===== config.mk =====
export PLATFORM = sky130hd
export DESIGN_NAME = rc4_stream_cipher_top
export DESIGN_NICKNAME = d
export VERILOG_FILES = /design/src/rtl/rc4_pkg.sv /design/src/rtl/rc4_ram.sv /design/src/rtl/rc4_perm_store.sv /design/src/rtl/rc4_adder.sv /design/src/rtl/rc4_stream_cipher_top.sv
export SDC_FILE = /design/constraint.sdc
export NUM_CORES = 2
export LEC_CHECK = 0
export BUFFER_PORTS_ARGS = -buffer_cell sky130_fd_sc_hd__buf_4
export CAP_MARGIN = 10
export CORE_MARGIN = 5
export CORE_UTILIZATION = 45
export CTS_BUF_LIST = sky130_fd_sc_hd__clkbuf_4
export DETAILED_ROUTE_END_ITERATION = 8
export PLACE_DENSITY = 0.71
export SLEW_MARGIN = 20
export SYNTH_ARGS = -nofsm -noshare
export SYNTH_HDL_FRONTEND = slang
export SYNTH_SLANG_ARGS = --single-unit

===== constraint.sdc =====
create_clock -name clk_i -period 19.9 [get_ports clk_i]
set_clock_uncertainty 0.15 [all_clocks]
set_input_delay 0.995 -clock clk_i [delete_from_list [all_inputs] [get_ports clk_i]]
set_output_delay 0.995 -clock clk_i [all_outputs]
set_load 0.01 [all_outputs]

===== src/rtl/rc4_pkg.sv =====
// Package for the RC4 stream cipher engine: sizes, command codes, sequencer
// states and the structs passed between the engine's modules.
// Depends on nothing; every RTL file but rc4_ram imports it.
`default_nettype none

package rc4_pkg;

  localparam int TABLE_SIZE    = 256;
  localparam int MAX_KEY_BYTES = 256;
  localparam int BYTE_W        = 8;
  localparam int KLEN_W        = 9;
  localparam int PADDR_W       = 3;
  localparam int PDATA_W       = 32;

  localparam logic [KLEN_W-1:0] KEY_LENGTH_RESET = KLEN_W'(16);
  localparam logic [0:0]        REG_KEY_LENGTH   = 1'b0;

  typedef enum logic [1:0] {
    OP_KEY_WR = 2'd0,
    OP_SCHED  = 2'd1,
    OP_DATA   = 2'd2
  } op_e;

  typedef enum logic [2:0] {
    ST_IDLE,
    ST_D_RDJ,
    ST_D_SWAP,
    ST_D_FIN,
    ST_S_RD,
    ST_S_ACC,
    ST_S_SWAP,
    ST_S_WB
  } state_e;

  // Operand choice for the shared byte adder.
  typedef enum logic [1:0] {
    ADD_I_INC,
    ADD_J_STEP,
    ADD_SEL,
    ADD_ACC
  } add_sel_e;

  typedef struct packed {
    logic [BYTE_W-1:0] idx_i;
    logic [BYTE_W-1:0] idx_j;
    logic [BYTE_W-1:0] si;
    logic [BYTE_W-1:0] acc;
    logic [BYTE_W-1:0] perm_rd;
    logic [BYTE_W-1:0] key_rd;
  } add_src_t;

  typedef struct packed {
    logic              clear;
    logic              we;
    logic [BYTE_W-1:0] waddr;
    logic [BYTE_W-1:0] wdata;
    logic [BYTE_W-1:0] raddr;
  } perm_ctrl_t;

endpackage

`default_nettype wire


===== src/rtl/rc4_ram.sv =====
// Generic single-write, single-read RAM with a registered read port.
// No dependencies; contents are undefined after reset.
`default_nettype none

module rc4_ram #(
  parameter int WIDTH = 8,
  parameter int DEPTH = 256
) (
  input  wire logic                     clk_i,
  input  wire logic                     we_i,
  input  wire logic [$clog2(DEPTH)-1:0] waddr_i,
  input  wire logic [WIDTH-1:0]         wdata_i,
  input  wire logic [$clog2(DEPTH)-1:0] raddr_i,
  output logic      [WIDTH-1:0]         rdata_o
);

  logic [WIDTH-1:0] mem_q [DEPTH];

  always_ff @(posedge clk_i) begin
    if (we_i) begin
      mem_q[waddr_i] <= wdata_i;
    end
    rdata_o <= mem_q[raddr_i];
  end

endmodule

`default_nettype wire


===== src/rtl/rc4_perm_store.sv =====
// Permutation table: a RAM plus one valid flag per entry, so that an entry
// not written since the last clear reads back as its own index (identity).
// Depends on rc4_pkg and rc4_ram.
`default_nettype none

module rc4_perm_store
  import rc4_pkg::*;
(
  input  wire logic              clk_i,
  input  wire logic              rst_ni,
  input  wire perm_ctrl_t        ctrl_i,
  output logic      [BYTE_W-1:0] rdata_o
);

  logic [TABLE_SIZE-1:0] valid_q;
  logic [TABLE_SIZE-1:0] valid_d;
  logic                  valid_rd_q;
  logic [BYTE_W-1:0]     raddr_q;
  logic [BYTE_W-1:0]     ram_rdata;

  rc4_ram #(
    .WIDTH (BYTE_W),
    .DEPTH (TABLE_SIZE)
  ) u_ram (
    .clk_i   (clk_i),
    .we_i    (ctrl_i.we),
    .waddr_i (ctrl_i.waddr),
    .wdata_i (ctrl_i.wdata),
    .raddr_i (ctrl_i.raddr),
    .rdata_o (ram_rdata)
  );

  always_comb begin
    valid_d = valid_q;
    if (ctrl_i.clear) begin
      valid_d = '0;
    end else if (ctrl_i.we) begin
      valid_d[ctrl_i.waddr] = 1'b1;
    end
  end

  always_ff @(posedge clk_i or negedge rst_ni) begin
    if (!rst_ni) begin
      valid_q    <= '0;
      valid_rd_q <= 1'b0;
    end else begin
      valid_q    <= valid_d;
      valid_rd_q <= valid_q[ctrl_i.raddr];
    end
  end

  always_ff @(posedge clk_i) begin
    raddr_q <= ctrl_i.raddr;
  end

  assign rdata_o = valid_rd_q ? ram_rdata : raddr_q;

endmodule

`default_nettype wire


===== src/rtl/rc4_adder.sv =====
// Shared modulo-256 byte adder of the RC4 sequencer, with its operand select.
// Depends on rc4_pkg.
`default_nettype none

module rc4_adder
  import rc4_pkg::*;
(
  input  wire add_sel_e          sel_i,
  input  wire add_src_t          src_i,
  output logic      [BYTE_W-1:0] sum_o
);

  logic [BYTE_W-1:0] op_a;
  logic [BYTE_W-1:0] op_b;
  logic [BYTE_W-1:0] op_c;

  always_comb begin
    op_c = '0;
    unique case (sel_i)
      ADD_I_INC: begin
        op_a = src_i.idx_i;
        op_b = BYTE_W'(1);
      end
      ADD_J_STEP: begin
        op_a = src_i.idx_j;
        op_b = src_i.perm_rd;
      end
      ADD_SEL: begin
        op_a = src_i.si;
        op_b = src_i.perm_rd;
      end
      ADD_ACC: begin
        op_a = src_i.acc;
        op_b = src_i.perm_rd;
        op_c = src_i.key_rd;
      end
      default: begin
        op_a = src_i.idx_i;
        op_b = '0;
      end
    endcase
  end

  assign sum_o = op_a + op_b + op_c;

endmodule

`default_nettype wire


===== src/rtl/rc4_stream_cipher_top.sv =====
// Top level of the RC4 stream cipher engine: stream ports, register port,
// sequencer, key store, and the output register.
// Depends on rc4_pkg, rc4_ram, rc4_perm_store and rc4_adder.
//
//   Channel  Direction  Beat contents
//   s_axis   in         tuser = op, tdata = key_index, value, tlast = last
//   m_axis   out        tdata = out_byte, tlast = out_last
//   APB      in/out     key_length at byte address 0
//
// A key write is taken in IDLE; a data byte passes D_RDJ, D_SWAP and D_FIN (two dependent
// reads, the swap write-back and the keystream read all share the one permutation RAM
// port pair), and a schedule runs S_RD, S_ACC, S_SWAP and S_WB once per swap step, 256 steps.
// After reset the permutation is the identity and both indices are zero;
// per-entry valid flags provide the identity, so no clearing pass is needed.
// A finished byte sits in the output register; a stalled m_axis holds the
// engine in its last data state only if a second byte completes meanwhile.
`default_nettype none

module rc4_stream_cipher_top
  import rc4_pkg::*;
(
  input  wire logic               clk_i,
  input  wire logic               rst_ni,
  // Input stream
  input  wire logic               s_axis_tvalid,
  output logic                    s_axis_tready,
  input  wire logic [15:0]        s_axis_tdata,  // [7:0] key_index, [15:8] value
  input  wire logic [1:0]         s_axis_tuser,  // [1:0] op
  input  wire logic               s_axis_tlast,
  // Output stream
  output logic                    m_axis_tvalid,
  input  wire logic               m_axis_tready,
  output logic      [7:0]         m_axis_tdata,  // [7:0] out_byte
  output logic                    m_axis_tlast,
  // Register port
  input  wire logic               psel,
  input  wire logic               penable,
  input  wire logic               pwrite,
  input  wire logic [PADDR_W-1:0] paddr,
  input  wire logic [PDATA_W-1:0] pwdata,
  output logic      [PDATA_W-1:0] prdata,
  output logic                    pready
);

  state_e state_q, state_d;

  logic [KLEN_W-1:0] key_length_q;
  logic [KLEN_W-1:0] eff_len;
  logic [KLEN_W-1:0] kpos_inc;

  logic [BYTE_W-1:0] i_q, i_d;
  logic [BYTE_W-1:0] j_q, j_d;
  logic [BYTE_W-1:0] si_q, si_d;
  logic [BYTE_W-1:0] sj_q, sj_d;
  logic [BYTE_W-1:0] sel_q, sel_d;
  logic [BYTE_W-1:0] acc_q, acc_d;
  logic [BYTE_W-1:0] s_q, s_d;
  logic [BYTE_W-1:0] kpos_q, kpos_d;
  logic              last_q;
  logic              last_d;
  logic [BYTE_W-1:0] data_q;
  logic [BYTE_W-1:0] data_d;

  logic              out_valid_q;
  logic [BYTE_W-1:0] out_byte_q;
  logic              out_last_q;
  logic              out_load;
  logic [BYTE_W-1:0] keystream;

  logic              in_accept;
  op_e               in_op;
  logic              key_we;
  logic [BYTE_W-1:0] key_rd;
  logic [BYTE_W-1:0] perm_rd;
  logic [BYTE_W-1:0] sum;
  perm_ctrl_t        perm_ctrl;
  add_sel_e          add_sel;
  add_src_t          add_src;
  logic              cfg_we;

  // ---------------- Register port ----------------
  assign pready = 1'b1;
  assign cfg_we = psel && penable && pwrite && (paddr[2] == REG_KEY_LENGTH);

  always_ff @(posedge clk_i or negedge rst_ni) begin
    if (!rst_ni) begin
      key_length_q <= KEY_LENGTH_RESET;
    end else if (cfg_we) begin
      key_length_q <= pwdata[KLEN_W-1:0];
    end
  end

  always_comb begin
    prdata = '0;
    if (paddr[2] == REG_KEY_LENGTH) begin
      prdata = PDATA_W'(key_length_q);
    end
  end

  // A zero length acts as one, anything above the key store size as its size.
  always_comb begin
    if (key_length_q == '0) begin
      eff_len = KLEN_W'(1);
    end else if (key_length_q > KLEN_W'(MAX_KEY_BYTES)) begin
      eff_len = KLEN_W'(MAX_KEY_BYTES);
    end else begin
      eff_len = key_length_q;
    end
  end

  assign kpos_inc = {1'b0, kpos_q} + KLEN_W'(1);

  // ---------------- Input side ----------------
  assign s_axis_tready = (state_q == ST_IDLE);
  assign in_accept     = s_axis_tvalid && s_axis_tready;
  assign in_op         = op_e'(s_axis_tuser);
  assign key_we        = in_accept && (in_op == OP_KEY_WR);

  rc4_ram #(
    .WIDTH (BYTE_W),
    .DEPTH (MAX_KEY_BYTES)
  ) u_key_ram (
    .clk_i   (clk_i),
    .we_i    (key_we),
    .waddr_i (s_axis_tdata[7:0]),
    .wdata_i (s_axis_tdata[15:8]),
    .raddr_i (kpos_q),
    .rdata_o (key_rd)
  );

  rc4_perm_store u_perm (
    .clk_i   (clk_i),
    .rst_ni  (rst_ni),
    .ctrl_i  (perm_ctrl),
    .rdata_o (perm_rd)
  );

  always_comb begin
    add_src.idx_i   = i_q;
    add_src.idx_j   = j_q;
    add_src.si      = si_q;
    add_src.acc     = acc_q;
    add_src.perm_rd = perm_rd;
    add_src.key_rd  = key_rd;
  end

  rc4_adder u_adder (
    .sel_i (add_sel),
    .src_i (add_src),
    .sum_o (sum)
  );

  // Keystream byte: the swapped pair is forwarded, since its write-back is
  // not yet visible to the read of the selected entry.
  always_comb begin
    if (sel_q == j_q) begin
      keystream = si_q;
    end else if (sel_q == i_q) begin
      keystream = sj_q;
    end else begin
      keystream = perm_rd;
    end
  end

  assign out_load = (state_q == ST_D_FIN) && (!out_valid_q || m_axis_tready);

  // ---------------- Sequencer: next state ----------------
  always_comb begin
    state_d = state_q;
    unique case (state_q)
      ST_IDLE: begin
        if (in_accept) begin
          case (in_op)
            OP_SCHED: state_d = ST_S_RD;
            OP_DATA:  state_d = ST_D_RDJ;
            default:  state_d = ST_IDLE;
          endcase
        end
      end
      ST_D_RDJ:  state_d = ST_D_SWAP;
      ST_D_SWAP: state_d = ST_D_FIN;
      ST_D_FIN: begin
        if (out_load) begin
          state_d = ST_IDLE;
        end
      end
      ST_S_RD:   state_d = ST_S_ACC;
      ST_S_ACC:  state_d = ST_S_SWAP;
      ST_S_SWAP: state_d = ST_S_WB;
      ST_S_WB: begin
        state_d = (s_q == BYTE_W'(TABLE_SIZE - 1)) ? ST_IDLE : ST_S_RD;
      end
      default:   state_d = ST_IDLE;
    endcase
  end

  // ---------------- Sequencer: outputs ----------------
  always_comb begin
    i_d    = i_q;
    j_d    = j_q;
    si_d   = si_q;
    sj_d   = sj_q;
    sel_d  = sel_q;
    acc_d  = acc_q;
    s_d    = s_q;
    kpos_d = kpos_q;
    last_d = last_q;
    data_d = data_q;

    add_sel         = ADD_I_INC;
    perm_ctrl.clear = 1'b0;
    perm_ctrl.we    = 1'b0;
    perm_ctrl.waddr = i_q;
    perm_ctrl.wdata = si_q;
    perm_ctrl.raddr = sum;

    unique case (state_q)
      ST_IDLE: begin
        // Entry i+1 is fetched speculatively every idle cycle.
        add_sel = ADD_I_INC;
        if (in_accept) begin
          case (in_op)
            OP_DATA: begin
              i_d    = sum;
              data_d = s_axis_tdata[15:8];
              last_d = s_axis_tlast;
            end
            OP_SCHED: begin
              perm_ctrl.clear = 1'b1;
              i_d    = '0;
              j_d    = '0;
              acc_d  = '0;
              s_d    = '0;
              kpos_d = '0;
            end
            default: begin
            end
          endcase
        end
      end
      ST_D_RDJ: begin
        add_sel = ADD_J_STEP;
        si_d    = perm_rd;
        j_d     = sum;
      end
      ST_D_SWAP: begin
        add_sel         = ADD_SEL;
        perm_ctrl.we    = 1'b1;
        perm_ctrl.waddr = i_q;
        perm_ctrl.wdata = perm_rd;
        sj_d            = perm_rd;
        sel_d           = sum;
      end
      ST_D_FIN: begin
        perm_ctrl.we    = 1'b1;
        perm_ctrl.waddr = j_q;
        perm_ctrl.wdata = si_q;
        perm_ctrl.raddr = sel_q;
      end
      ST_S_RD: begin
        perm_ctrl.raddr = s_q;
      end
      ST_S_ACC: begin
        add_sel = ADD_ACC;
        si_d    = perm_rd;
        acc_d   = sum;
      end
      ST_S_SWAP: begin
        perm_ctrl.we    = 1'b1;
        perm_ctrl.waddr = s_q;
        perm_ctrl.wdata = perm_rd;
        perm_ctrl.raddr = acc_q;
      end
      ST_S_WB: begin
        perm_ctrl.we    = 1'b1;
        perm_ctrl.waddr = acc_q;
        perm_ctrl.wdata = si_q;
        perm_ctrl.raddr = s_q;
        s_d             = s_q + BYTE_W'(1);
        kpos_d          = (kpos_inc >= eff_len) ? '0 : kpos_inc[BYTE_W-1:0];
      end
      default: begin
      end
    endcase
  end

  always_ff @(posedge clk_i or negedge rst_ni) begin
    if (!rst_ni) begin
      state_q     <= ST_IDLE;
      i_q         <= '0;
      j_q         <= '0;
      out_valid_q <= 1'b0;
    end else begin
      state_q     <= state_d;
      i_q         <= i_d;
      j_q         <= j_d;
      out_valid_q <= out_load || (out_valid_q && !m_axis_tready);
    end
  end

  always_ff @(posedge clk_i) begin
    si_q   <= si_d;
    sj_q   <= sj_d;
    sel_q  <= sel_d;
    acc_q  <= acc_d;
    s_q    <= s_d;
    kpos_q <= kpos_d;
    last_q <= last_d;
    data_q <= data_d;
    if (out_load) begin
      out_byte_q <= data_q ^ keystream;
      out_last_q <= last_q;
    end
  end

  assign m_axis_tvalid = out_valid_q;
  assign m_axis_tdata  = out_byte_q;
  assign m_axis_tlast  = out_last_q;

endmodule

`default_nettype wire


Word-level counts from Yosys, hierarchy flattened
Memories as Yosys holds them, arrays and structs flattened. A register that Yosys moved wholly into a read port is not among the register bits.
Index checks and enable logic that the tools add are counted.
{"block": "word_totals", "regBits": 360, "ram_bits": 4096, "inputBits": 61, "output_inout_bits": 44, "elab_cells": 118, "n_memories": 2}
{"block": "op_classes", "addsub": 4, "order_cmp": 5, "n_eq_ne": 18, "n_mux": 38, "bitwise": 3, "n_reduce_logical": 30}
{"memory": "u_key_ram.mem_q", "depth": 256, "word_bits": 8, "rd": 1, "rd_ports_with_merged_regs": 1, "write_ports": 1, "line": "rc4_ram.sv:17", "rtl": "logic [WIDTH-1:0] mem_q [DEPTH];"}
{"memory": "u_perm.u_ram.mem_q", "depth": 256, "word_bits": 8, "rd": 1, "rd_ports_with_merged_regs": 1, "write_ports": 1, "line": "rc4_ram.sv:17"}
{"operator": "$mux 256", "n": 2}
{"operator": "$or 256x256->256", "n": 1}
{"operator": "$pmux 8 s2", "n": 6}
{"operator": "$pmux 17 s4", "n": 1}
{"operator": "$mux 8", "n": 7}
{"operator": "$pmux 8 s4", "n": 1}
{"operator": "$mux 9", "n": 3}
{"operator": "$pmux 3 s8", "n": 1}
{"operator": "$pmux 8 s3", "n": 1}
{"operator": "$lt 8x9->1 const B", "n": 2}
{"operator": "$add 8x8->8", "n": 2}
{"operator": "$eq 8x8->1", "n": 2}
{"operator": "$reduce_and 3->1", "n": 5}
{"operator": "$eq 3x3->1 const B", "n": 4}
{"operator": "$reduce_bool 2->1", "n": 5}
{"operator": "$add 8x1->9 const B", "n": 1}
{"operator": "$ge 9x9->1", "n": 1}
{"operator": "$gt 9x9->1 const B", "n": 1}
{"operator": "$logic_not 9->1", "n": 1}
{"operator": "$mux 1", "n": 9}
{"operator": "$mux 3", "n": 3}
{"operator": "$add 8x1->8 const B", "n": 1}
{"operator": "$bmux 1 s8", "n": 1}
{"operator": "$demux 1 s8", "n": 1}
{"operator": "20 further kinds", "n": 36}

Depth between registers and ports, before layout
{"block": "logic_depth", "word_depth": 10, "depth_mapped": 26, "depth_no_buf": 20}

Cells and area by module
Synthesis repeated with hierarchy kept, for this count alone.
{"block": "hier_totals", "hier_cells": 9158, "hier_area_um2": 176972.2}
{"module": "rc4_ram", "instances": 2, "cells_per_inst": 3733, "area_per_inst_um2": 79556.3, "seq_area_each_um2": 61659.1}
{"module": "rc4_perm_store", "instances": 1, "cells_per_inst": 1115, "area_per_inst_um2": 11648.7, "seq_area_each_um2": 6591.3}
{"module": "rc4_stream_cipher_top", "instances": 1, "cells_per_inst": 487, "area_per_inst_um2": 5420.2, "seq_area_each_um2": 2708.8}
{"module": "rc4_adder", "instances": 1, "cells_per_inst": 90, "area_per_inst_um2": 790.8, "seq_area_each_um2": 0.0}

Worst setup path before layout
OpenSTA, ideal clock, no wires.
{"block": "synth_path", "path_type": "reg-to-reg", "startpoint": "reg state_q[1]", "endpoint": "mem u_perm.u_ram.mem_q[0][1], data pin", "setup_ns": 2.188, "t_arrival_ns": 11.833, "t_required_ns": 17.562, "path_slack_ns": 5.729, "path_stages_with_launch": 9, "n_path_buf": 6, "synth_period_minus_slack_ns": 14.171, "cell_sequence": "dfrtp_1 > buf_6 > clkbuf_1 > buf_1 > clkbuf_1 > buf_1 > nand2_1 > clkbuf_1 > o21ai_0"}
{"element": "start, declared", "line": "rc4_stream_cipher_top.sv:45", "rtl": "state_e state_q, state_d;"}
{"element": "start signal, assigned", "line": "rc4_stream_cipher_top.sv:294", "rtl": "state_q <= state_d;"}
{"element": "end, declared", "line": "rc4_ram.sv:17"}

Worst setup path after layout
{"block": "layout_path", "startpoint": "reg state_q[1]", "endpoint": "reg u_perm.u_ram.rdata_o[5], read port of u_perm.u_ram.mem_q"}
{"block": "layout_between", "elab_chain_len": 8, "elab_cells_between_ends": 20, "cone_classes": "add/sub (2); eq/ne (10); mux (5); reduce/logical (3)"}
{"element": "$eq 3x3->1, or another cell as far along", "line": "rc4_stream_cipher_top.sv:217", "rtl": "unique case (state_q)"}
{"element": "$pmux 2 s3", "line": "rc4_stream_cipher_top.sv:217"}
{"element": "$eq 2x1->1 / $eq 2x2->1 (equally long branches)", "line": "rc4_adder.sv:19", "rtl": "unique case (sel_i)"}
{"element": "$reduce_or 3->1 (no source line)"}
{"element": "$pmux 8 s2", "line": "rc4_adder.sv:19"}
{"element": "$add 8x8->8 (2 in a row)", "line": "rc4_adder.sv:44", "rtl": "assign sum_o = op_a + op_b + op_c;"}
{"element": "$pmux 8 s3 *", "line": "rc4_stream_cipher_top.sv:217"}
{"element": "end, declared", "line": "rc4_ram.sv:14", "rtl": "output logic [WIDTH-1:0] rdata_o"}
Mark *: on every way between the ends. The rest lies on a longest branch, timed or not.
A chain may end at the register's enable or synchronous reset.

==> impl_results.md <==
- Synth Warn #: 0
- Iter 0 DRT Violations: 15069
- # setup viols final: 0
- Cells after Synth: 11637
- Area taken by multi-input logic gates: 0.0428 mm^2
- Seq. cell area: 0.133 mm^2
- # Post-CTS Setup Buffers: 0
- Final ANT Viol Nets: 0
- DR pass1 iterations: 6
- Ys async rst share: 6.40%
- Actual slew at the worst max-slew pin: 1240 ps
- Clock transition at path regs: 70 ps
- Tmin final: 9350 ps
- Most frequent cells in the layout: 4162 x edfxtp_1, 1966 x nand2_1, 1709 x clkbuf_4, 644 x mux2i_1, 637 x nand3_1
- CP Launch Type: flop
- Largest net degree at the start of global routing: 167
- TritonCTS clock tree: yes
- Initial Utilization: 45.1%
- Outcome: finished clean
- Mapped cell area: 0.179 mm^2
- Antenna violations before repair: 32
- Final hold vios: 0
- Root Buffer: clkbuf_4
- Most common cell after layout, fill and taps aside: edfxtp_1
- Core region area: 0.396 mm^2
- H-tree levels: 7
- Final Wtd Congestion: 0.877
- Syn Area/Cell: 15.4 um^2
- Routed WL: 478000 um
- Fillers: 32612
- Seq/Total Area, Yosys: 74.2%
- Die X-Extent: 640 um
- Arr. time, crit path: 10760 ps
- Worst skew pair latency: 1650 ps
- Syn-to-layout area delta: 11.2%
- Clock buffer depth: 5
- Total CTS buffers: 1158
- Crit end category: flop
- Synth Register Bits: 4472
- Vias in the first global route: 106050
- RSZ-0062 raised after global routing: no
- Max-slew headroom: 17.1%
- CTS sink count: 4472
- Die height: 640 um
- Proportion of layout cells with a drive suffix above 1: 19.6%
- Top-level I/O count: 105
- Full die area: 0.410 mm^2
- Tcrit/Tclk final: 47.0%
- Drt drc: 0
- Max cap viols: 0
- Max-slew violations: 0
- Detailed-route via count: 109023
- Yosys cell types: 95
- Routed WL per cell: 26.0 um
- # port buffers: 55
- FMAX: 107 MHz
- Nets: 12448
- GRT Residual Overflow: 0
- Worst hold slack: 227 ps
- Hold Path Class: input port to flop
- WP data required: 21310 ps
- Critical path class: flop to flop
- Final TNS setup: 0 ps
- Crit path max fanout: 69
- GR Util All Layers: 23.0%
- Ys flop type: edfxtp_1
- # rows: 231
- HPWL after DPL: 270000 um
- First-pass GRT wire length: 697000 um
- Vias/cell: 5.94
- EDFF count, synth: 4162
## cell families after synthesis
kind of cell	after synthesis	synth area share, %
buffers and inverters	793	2.08
flip-flops	4472	74.2
XOR/XNOR	38	0.186
AND/OR/NAND/NOR	3525	8.31
AO/OA/AOI/OAI	1662	6.29
other	2	0.00420
multiplexers	1117	8.66
adder cells (fa/ha/maj)	28	0.230
## worst paths after layout
check / from / end / slack [ps] / cells after the start
max: state_q[1]$_DFFE_PN0P_ / u_perm.u_ram.rdata_o[5]$_DFF_P_ / 10550 / 21
min: s_axis_tdata[11] / u_key_ram.mem_q[127][3]$_DFFE_PP_ / 230 / 2
max reg2reg: state_q[1]$_DFFE_PN0P_ / u_perm.u_ram.rdata_o[5]$_DFF_P_ / 10550 / 21
min reg2reg: last_q$_DFFE_PP_ / m_axis_tlast$_DFFE_PP_ / 270 / 0
max in group asynchronous: rst_ni / key_length_q[6]$_DFFE_PN0P_ / 17980 / 4
min in group asynchronous: rst_ni / key_length_q[4]$_DFFE_PN1P_ / 480 / 3
## Yosys cell counts (88+ instances only)
cell type,instances,area [um^2]
o21ai_0,183,916
a21oi_1,397,1990
nand3_1,652,3260
mux2_2,143,1610
mux2i_1,644,6450
nor2_1,594,2230
buf_2,254,1270
mux4_2,328,7390
clkbuf_1,324,1220
edfxtp_1,4162,125000
a31oi_1,150,938
o21a_1,261,1960
nand2_1,1982,7440
o22ai_1,150,938
a32oi_1,88,771
dfrtp_1,285,7130
o221ai_1,138,1210
and3_1,101,632
## sequential cells by signal (all words and copies together), names as in the netlist, 3 cells and up
signal and count:
i_q 8, m_axis_tdata 8, sj_q 8, u_key_ram.rdata_o 8, u_perm.valid_q 256, data_q 8, u_perm.u_ram.rdata_o 8, s_q 8
u_perm.u_ram.mem_q 2048, state_q 3, si_q 8, j_q 8, acc_q 8, u_key_ram.mem_q 2048, key_length_q 9, sel_q 8
u_perm.raddr_q 8, kpos_q 8
## worst max-delay path, cell delays in order (launching register included)
cell and delay, ps:
dfrtp_2 980, or3b_4 550, inv_1 610, nor2_1 170, nor2_1 190, fa_1 450
ha_1 230, fa_1 480, xnor2_1 230, mux4_2 480, or2_4 320, inv_8 340
buf_4 690, buf_4 770, nor3_4 20, buf_4 290, a22oi_1 210, nand3_1 150
nor3_1 530, o22ai_1 160, a211oi_1 750, and4b_1 280
## metrics by stage
step	util [%]	cell area, um^2	std cells	setup WS (ps)
after floorplan	-	179000	11659	5730
after global placement	46.5	184000	16390	10780
after detailed placement	46.6	184000	16390	10710
after CTS	50.2	199000	18321	10710
after global routing	50.2	199000	18334	10320
final	50.2	199000	18348	10550
## metal layers
metal / global-route usage [%] / share of wire [%]
met3: 5.55 / 11
met1: 30.8 / 38
met2: 35.6 / 47
met4: 10.9 / 4.1
met5: 0 / 0.013
## repair_timing
item,in CTS,in global routing
hold buffers,49,0
endpoints found under the setup margin,0,0
hold endpoints to repair,1093,0
gates resized for setup,0,0
## layout make-up
cell class | count | area share [%]
well taps | 5242 | 3.30
clock buffers | 1709 | 6.46
repair buffers | 300 | 1.32
multi-input cells | 6394 | 21.5
clock inverters | 173 | 0.511
flip-flops and latches | 4472 | 66.7
diodes | 25 | 0.0315
inverters | 33 | 0.0793
Power is not shown: default switching activity piles up to over one toggle a cycle in this logic, so the estimate is an artifact.
